File: src/rtl/sipq_pkg.sv
// shared types and constants of the sorted-insert priority queue
package sipq_pkg;

    localparam int CAPACITY = 128;
    localparam int COUNT_W  = $clog2(CAPACITY + 1);

    localparam int DATA_W   = 32;
    localparam int S_DATA_W = 64;
    localparam int M_DATA_W = 144;

    localparam logic       REQ_ENQUEUE = 1'b0;
    localparam logic       REQ_DEQUEUE = 1'b1;

    localparam logic [1:0] STATUS_DONE  = 2'd0;
    localparam logic [1:0] STATUS_FULL  = 2'd1;
    localparam logic [1:0] STATUS_EMPTY = 2'd2;

    typedef struct packed {
        logic signed [DATA_W-1:0] priority_num;
        logic signed [DATA_W-1:0] value;
    } entry_t;

    // broadcast to every cell of the row
    typedef struct packed {
        logic   enable;
        logic   dequeue;
        entry_t new_entry;
    } cell_ctl_t;

endpackage

File: src/rtl/sipq_cell.sv
// one slot of the sorted shift row: compare, hold, or take from a neighbour
module sipq_cell (
    input  logic               aclk,
    input  sipq_pkg::cell_ctl_t ctl,
    input  logic               occupied,
    input  sipq_pkg::entry_t   left_entry,
    input  logic               left_ins,
    input  sipq_pkg::entry_t   right_entry,
    output logic               ins,
    output sipq_pkg::entry_t   entry,
    output sipq_pkg::entry_t   entry_next
);

    sipq_pkg::entry_t entry_reg;

    // new entry belongs at or before this slot
    assign ins = !occupied || (entry_reg.priority_num > ctl.new_entry.priority_num);

    always_comb begin
        entry_next = entry_reg;
        if (ctl.enable) begin
            if (ctl.dequeue) begin
                entry_next = right_entry;
            end else if (ins) begin
                entry_next = left_ins ? left_entry : ctl.new_entry;
            end
        end
    end

    always_ff @(posedge aclk) begin
        entry_reg <= entry_next;
    end

    assign entry = entry_reg;

endmodule

File: config.mk
export PLATFORM = sky130hd
export DESIGN_NAME = sipq_cell
export DESIGN_NICKNAME = d
export VERILOG_FILES = /design/src/rtl/sipq_pkg.sv /design/src/rtl/sipq_cell.sv
export SDC_FILE = /design/constraint.sdc
export NUM_CORES = 1
export LEC_CHECK = 0
export BUFFER_PORTS_ARGS = -buffer_cell sky130_fd_sc_hd__buf_4
export CAP_MARGIN = 20
export CORE_AREA = 2 2 126 128
export CTS_CLUSTER_DIAMETER = 30
export DETAILED_ROUTE_END_ITERATION = 10
export DIE_AREA = 0 0 128 130
export PLACE_DENSITY = 0.63
export SLEW_MARGIN = 20
export SYNTH_ARGS = -nofsm -noshare
export SYNTH_HDL_FRONTEND = slang
export SYNTH_SLANG_ARGS = --single-unit
File: constraint.sdc
create_clock -name aclk -period 5.45 [get_ports aclk]
set_clock_uncertainty 0.2 [all_clocks]
set_input_delay 0.8175 -clock aclk [delete_from_list [all_inputs] [get_ports aclk]]
set_output_delay 0.8175 -clock aclk [all_outputs]
set_load 0.01 [all_outputs]
; Word-level counts from Yosys, hierarchy flattened
; Index checks and enable logic that the tools add are counted.
[totals]
regBits = 64
latch_bits = 0
mem_bits_rw = 0
romBits = 0
output_inout_bits = 129
mem_count = 0
[op_classes]
add_sub_neg = 0
mul = 0
div = 0
order_cmp = 1
n_eq_ne = 0
n_shift = 0
mux = 4
n_bitwise = 0
n_reduce_logical = 2
[op_table]
columns = op, count
row1 = 64-bit two-way mux, 4
row2 = 32-bit > comparator, 1
row3 = 1-bit logical NOT, 1
row4 = 1-bit logical OR, 1

; Logic depth before layout (Yosys ltp)
; Gate-level depths: netlist of the first run.
[depth]
depth_word = 5
ltp_mapped = 10

; Worst setup path before layout of the first run
; No wires, ideal clock.
[synth_timing]
kind = input-to-output
from = in ctl[39] in the netlist's numbering
to = out entry_next[10] in the netlist's numbering
arrival_ns = 2.867
required_time_ns = 4.433
path_slack_ns = 1.566
stages = 10
path_cell_list = inv_1 > ha_1 > a21oi_1 > o21ai_1 > a221o_1 > o31a_1 > o2111a_1 > buf_4 > buf_6 > a221oi_2
[synth_lines]
columns = element, line
row1 = start: declaration, sipq_cell.sv:4  ; input sipq_pkg::cell_ctl_t ctl,
row2 = end: declaration, sipq_cell.sv:11  ; output sipq_pkg::entry_t entry_next

==> results_dict.tcl, run 1 <==
set metrics [dict create \
    hold_path_depth 2 \
    dp.cells 967 \
    p_leak_nw 3.95 \
    die_w_um 128 \
    start_util 0.283 \
    crit_type "input pin to output port" \
    max_slew.worst_pin.slew_ns 0.974 \
    multi_input_area_um2 2570 \
    place_hpwl_mm 13.1 \
    worstHoldPathType "flip-flop to flip-flop" \
    rr_worst_depth 8 \
    clk_path_buf_depth 2 \
    hold_violations 0 \
    required_ns 4.43 \
    root_buffer "clkbuf_16" \
    netlist_area_um2 4370 \
    powerDensity_nw_per_um2 293 \
    ctsHoldBuffers 0 \
    synthCells 470 \
    post-route-drc-count 0 \
    drive_above_1_share 0.518 \
    dieHeight_um 130 \
    synth-seq-area-share 0.293 \
    clkSinkCount 64 \
    gp_congestion 0.798 \
    crit_chain "buf_4, inv_1, ha_1, nand4_1, nor4_1, and3_1, a31oi_1, o221ai_4, buf_4, a221oi_1, buf_4" \
    cp_slowest_cell "buf_4" \
    max_cap_viol_count 0 \
    nets 1015 \
    setup_violations 0 \
    report.final.slew_viol_count 0 \
    clk_latency_ns 0.34 \
    synth_nets 699 \
    yosys_warnings 0 \
    numCtsBuffers 9 \
    finalCritPeriodShare 0.856 \
    final_area_um2 7330 \
    grt_pass1_vias 4620 \
    vias_per_cell 4.63 \
    synth_top_area_frac 0.293 \
    postCtsSetupRepairBufs 0 \
    grt_first_pass_wirelength_mm 24.4 \
    ys_ff_latch 64 \
    final_cell_mix "buf_4, inv_1, nor2_1" \
    cp.arrival_ns 3.65 \
    irDropWorstVdd_mv 0.172 \
    io_pins 326 \
    fin_tns_setup_ns 0 \
    grt_max_degree 56 \
    final_cell_count_no_fill 983 \
    die_area_um2 16600 \
    synth.distinct_cells 31 \
    wl_per_cell_um 16.8 \
    antenna_found_initial 0 \
    outcome "finished clean" \
    vias 4548 \
    worst_slack_ns 0.786 \
    worst_setup_path_end_kind "output port" \
    wirelength_mm 16.5 \
    core_um2 15400 \
    syn2layout_area_growth_pct 67.8 \
    cts_max_level 3 \
    start_kind "input pin" \
    dp_slack_ns 0.822 \
    gr-total-overflow 0 \
    first_pass_iters 4 \
    yosys.area.top_type "dfxtp_1" \
    ctsResizeCount 0 \
    path_max_fanout 35 \
    worst_path_largest_cell_delay_ns 0.58 \
    grt_usage 0.191 \
    syn_area_per_cell_um2 9.29 \
    core.rowCount 46 \
    io_buffers 325 \
    drt-initial-drc-count 127 \
    clk_pin_slew_ns 0.05 \
    synth_area_leaders "dfxtp_1, a221oi_2, mux2i_1, ha_1, inv_1" \
    diodes 0 \
    cpMostUsedCell "buf_4" \
    placed_cell_area_um2 6970 \
    fmax_mhz 214 \
    n_fill_cell 1505 \
    cts_tree "built" \
    drtAntennaViolNets 0 \
    final_common_cell "buf_4" \
    largest_reg_flops 64 \
    slew_headroom 0.350 \
    fin_crit_ns 4.66 \
    seq_area_um2 1280 \
    grt_setup_unrepaired "false" \
]
## area by class of cell
type                    instances  share of cell area
repair buffers                331               0.343
well taps                     192              0.0328
inverters                      99              0.0507
clock buffers                  11              0.0345
clock inverters                 5              0.0140
flip-flops and latches         64               0.175
multi-input cells             281               0.350
## cell families (layout without fill, tap and decap cells)
kind of cell,Yosys count,after routing,share of synthesized area
AO/OA/AOI/OAI,92,92,0.256
flip-flops,64,64,0.293
adder cells (fa/ha/maj),32,32,0.0917
multiplexers,64,64,0.147
buffers and inverters,125,446,0.124
AND/OR/NAND/NOR,93,93,0.0880
## path summary, 6_finish.rpt
kind,from,end,slack (ns)
max,ctl[59],entry_next[62],0.79
min,entry[22],entry[22],0.27
max reg2reg,entry[63],entry[62],2.22
min reg2reg,entry[22],entry[22],0.27
## power by group
| group | switching (mW) | total, mW | internal, mW | leakage (nW) |
|---|---|---|---|---|
| sequential | 0.0598 | 0.610 | 0.550 | 0.539 |
| clock | 0.228 | 0.699 | 0.471 | 0.172 |
| combinational | 0.397 | 0.837 | 0.440 | 3.24 |
| total | 0.685 | 2.15 | 1.46 | 3.95 |
## Yosys cell counts, drive strengths merged
library cell	instances
a21boi	1
a21o	1
a21oi	12
a221o	1
a221oi	65
a31oi	1
and3	2
buf	13
clkbuf	13
dfxtp	64
ha	32
inv	99
mux2i	64
nand2	9
nand2b	1
nand3	3
nand4	6
nor2	68
nor2b	1
nor3	1
nor4	2
o2111a	1
o2111ai	1
o21a	1
o21ai	5
o21bai	1
o221ai	1
o31a	1
## per-stage QoR
| stage | power (mW) | hold WS, ns | utilization |
|---|---|---|---|
| 2_1_floorplan | 1.02 | 0.323 | - |
| 3_3_place_gp | 1.46 | 0.262 | 0.452 |
| 3_5_place_dp | 1.47 | 0.264 | 0.452 |
| 4_1_cts | 2.18 | 0.273 | 0.475 |
| 5_1_grt | 2.27 | 0.285 | 0.475 |
| 6_report | 2.15 | 0.270 | 0.475 |
## worst max-delay path, delay by kind of cell
kind	cells	cell delay, ns
AO/OA/AOI/OAI	3	0.55
AND/OR/NAND/NOR	3	1.05
buffers and inverters	4	0.91
adder cells (fa/ha/maj)	1	0.30
## per-layer routing
metal | vias up | routed length (µm) | GRT usage
met5 | - | 0 | 0
met4 | 0 | 282 | 0.0582
met3 | 21 | 1270 | 0.0545
met2 | 190 | 8350 | 0.346
met1 | 2032 | 6630 | 0.218
li1 | 2305 | - | -
No activity file was read; power rests on OpenSTA's default activity.
==> run 2, diff against run 1 <==
Clock period 5.45 ns to 5.5 ns, I/O delays scaled along.
==> results_dict.tcl, run 2 (synthesis gave the netlist of run 1 again) <==
set metrics [dict create \
    outcome "finished clean" \
    nets 1015 \
    antenna_found_initial 0 \
    worstHoldPathType "flip-flop to flip-flop" \
    grt_setup_unrepaired "false" \
    syn2layout_area_growth_pct 65.5 \
    fin_tns_setup_ns 0 \
    setup_violations 0 \
    vias_per_cell 4.69 \
    root_buffer "clkbuf_16" \
    rr_worst_depth 8 \
    crit_type "input pin to output port" \
    dieHeight_um 130 \
    postCtsSetupRepairBufs 0 \
    first_pass_iters 4 \
    start_kind "input pin" \
    max_cap_viol_count 0 \
    dp.cells 967 \
    final_cell_mix "buf_4, inv_1, nor2_1" \
    grt_first_pass_wirelength_mm 24.2 \
    worst_slack_ns 0.822 \
    powerDensity_nw_per_um2 270 \
    grt_pass1_vias 4565 \
    numCtsBuffers 9 \
    final_cell_count_no_fill 982 \
    ctsResizeCount 0 \
    diodes 0 \
    required_ns 4.47 \
    grt_usage 0.189 \
    placed_cell_area_um2 6970 \
    final_common_cell "buf_4" \
    core.rowCount 46 \
    worst_path_largest_cell_delay_ns 0.58 \
    fmax_mhz 214 \
    report.final.slew_viol_count 0 \
    post-route-drc-count 0 \
    irDropWorstVdd_mv 0.137 \
    fin_crit_ns 4.68 \
    seq_area_um2 1280 \
    clk_latency_ns 0.34 \
    multi_input_area_um2 2570 \
    finalHoldWorstSlack_ns 0.270 \
    start_util 0.283 \
    largest_reg_flops 64 \
    slew_headroom 0.342 \
    finalCritPeriodShare 0.851 \
    grt_max_degree 56 \
    drt-initial-drc-count 150 \
    cpMostUsedCell "buf_4" \
    cts_max_level 3 \
    crit_chain "buf_4, inv_1, ha_1, nand4_1, nor4_1, and3_1, a31oi_1, o221ai_4, buf_4, a221oi_1, buf_4" \
    ctsHoldBuffers 0 \
    path_max_fanout 35 \
    dp_slack_ns 0.874 \
    drive_above_1_share 0.515 \
    drtAntennaViolNets 0 \
    cp_slowest_cell "buf_4" \
    clkSinkCount 64 \
    die_w_um 128 \
    die_area_um2 16600 \
    io_buffers 325 \
    hold_path_depth 2 \
    worst_setup_path_end_kind "output port" \
    io_pins 326 \
    max_slew.worst_pin.slew_ns 0.987 \
    p_leak_nw 3.91 \
    place_hpwl_mm 13.1 \
    cts_tree "built" \
    wl_per_cell_um 16.8 \
    gp_congestion 0.797 \
    vias 4604 \
    final_area_um2 7230 \
    hold_violations 0 \
    wirelength_mm 16.5 \
    clk_pin_slew_ns 0.06 \
    clk_path_buf_depth 2 \
    gr-total-overflow 0 \
    cp.arrival_ns 3.65 \
    n_fill_cell 1505 \
    core_um2 15400 \
]
[run 2: power by group]
part / internal (mW) / leakage (nW) / total, mW / switching (mW)
clock network: 0.300 / 0.125 / 0.519 / 0.218
registers: 0.545 / 0.539 / 0.605 / 0.0600
logic: 0.436 / 3.24 / 0.829 / 0.394
total: 1.28 / 3.91 / 1.95 / 0.672
[run 2: metal layers]
layer | wire length (µm) | up-vias | GRT usage
met5 | 0 | - | 0
li1 | - | 2308 | -
met2 | 8160 | 189 | 0.329
met4 | 364 | 0 | 0.0711
met1 | 6770 | 2083 | 0.220
met3 | 1220 | 24 | 0.0578
[run 2: layout make-up]
| type | count | area share |
|---|---|---|
| clock buffer | 11 | 0.0322 |
| multi-input combinational | 281 | 0.355 |
| sequential | 64 | 0.177 |
| clock inverter | 4 | 0.00312 |
| inverter | 99 | 0.0514 |
| timing repair buffer | 331 | 0.347 |
| tap | 192 | 0.0332 |
[run 2: worst max-delay path: cells and delay by family]
| family | cells | cell delay [ns] |
|---|---|---|
| adder cells (fa/ha/maj) | 1 | 0.32 |
| AND/OR/NAND/NOR | 3 | 1.03 |
| buffers and inverters | 4 | 0.91 |
| AO/OA/AOI/OAI | 3 | 0.52 |
[run 2: worst paths after layout]
check / start / end / slack (ns)
hold reg to reg: entry[9] / entry[9] / 0.27
setup / recovery: ctl[63] / entry_next[62] / 0.82
hold / removal: entry[9] / entry[9] / 0.27
setup reg to reg: entry[63] / entry[62] / 2.29
[run 2: through the flow]
step           utilization  power [mW]
5_1_grt              0.468        2.07
2_1_floorplan            -        1.01
6_report             0.468        1.95
3_3_place_gp         0.452        1.45
3_5_place_dp         0.452        1.45
4_1_cts              0.468        1.98
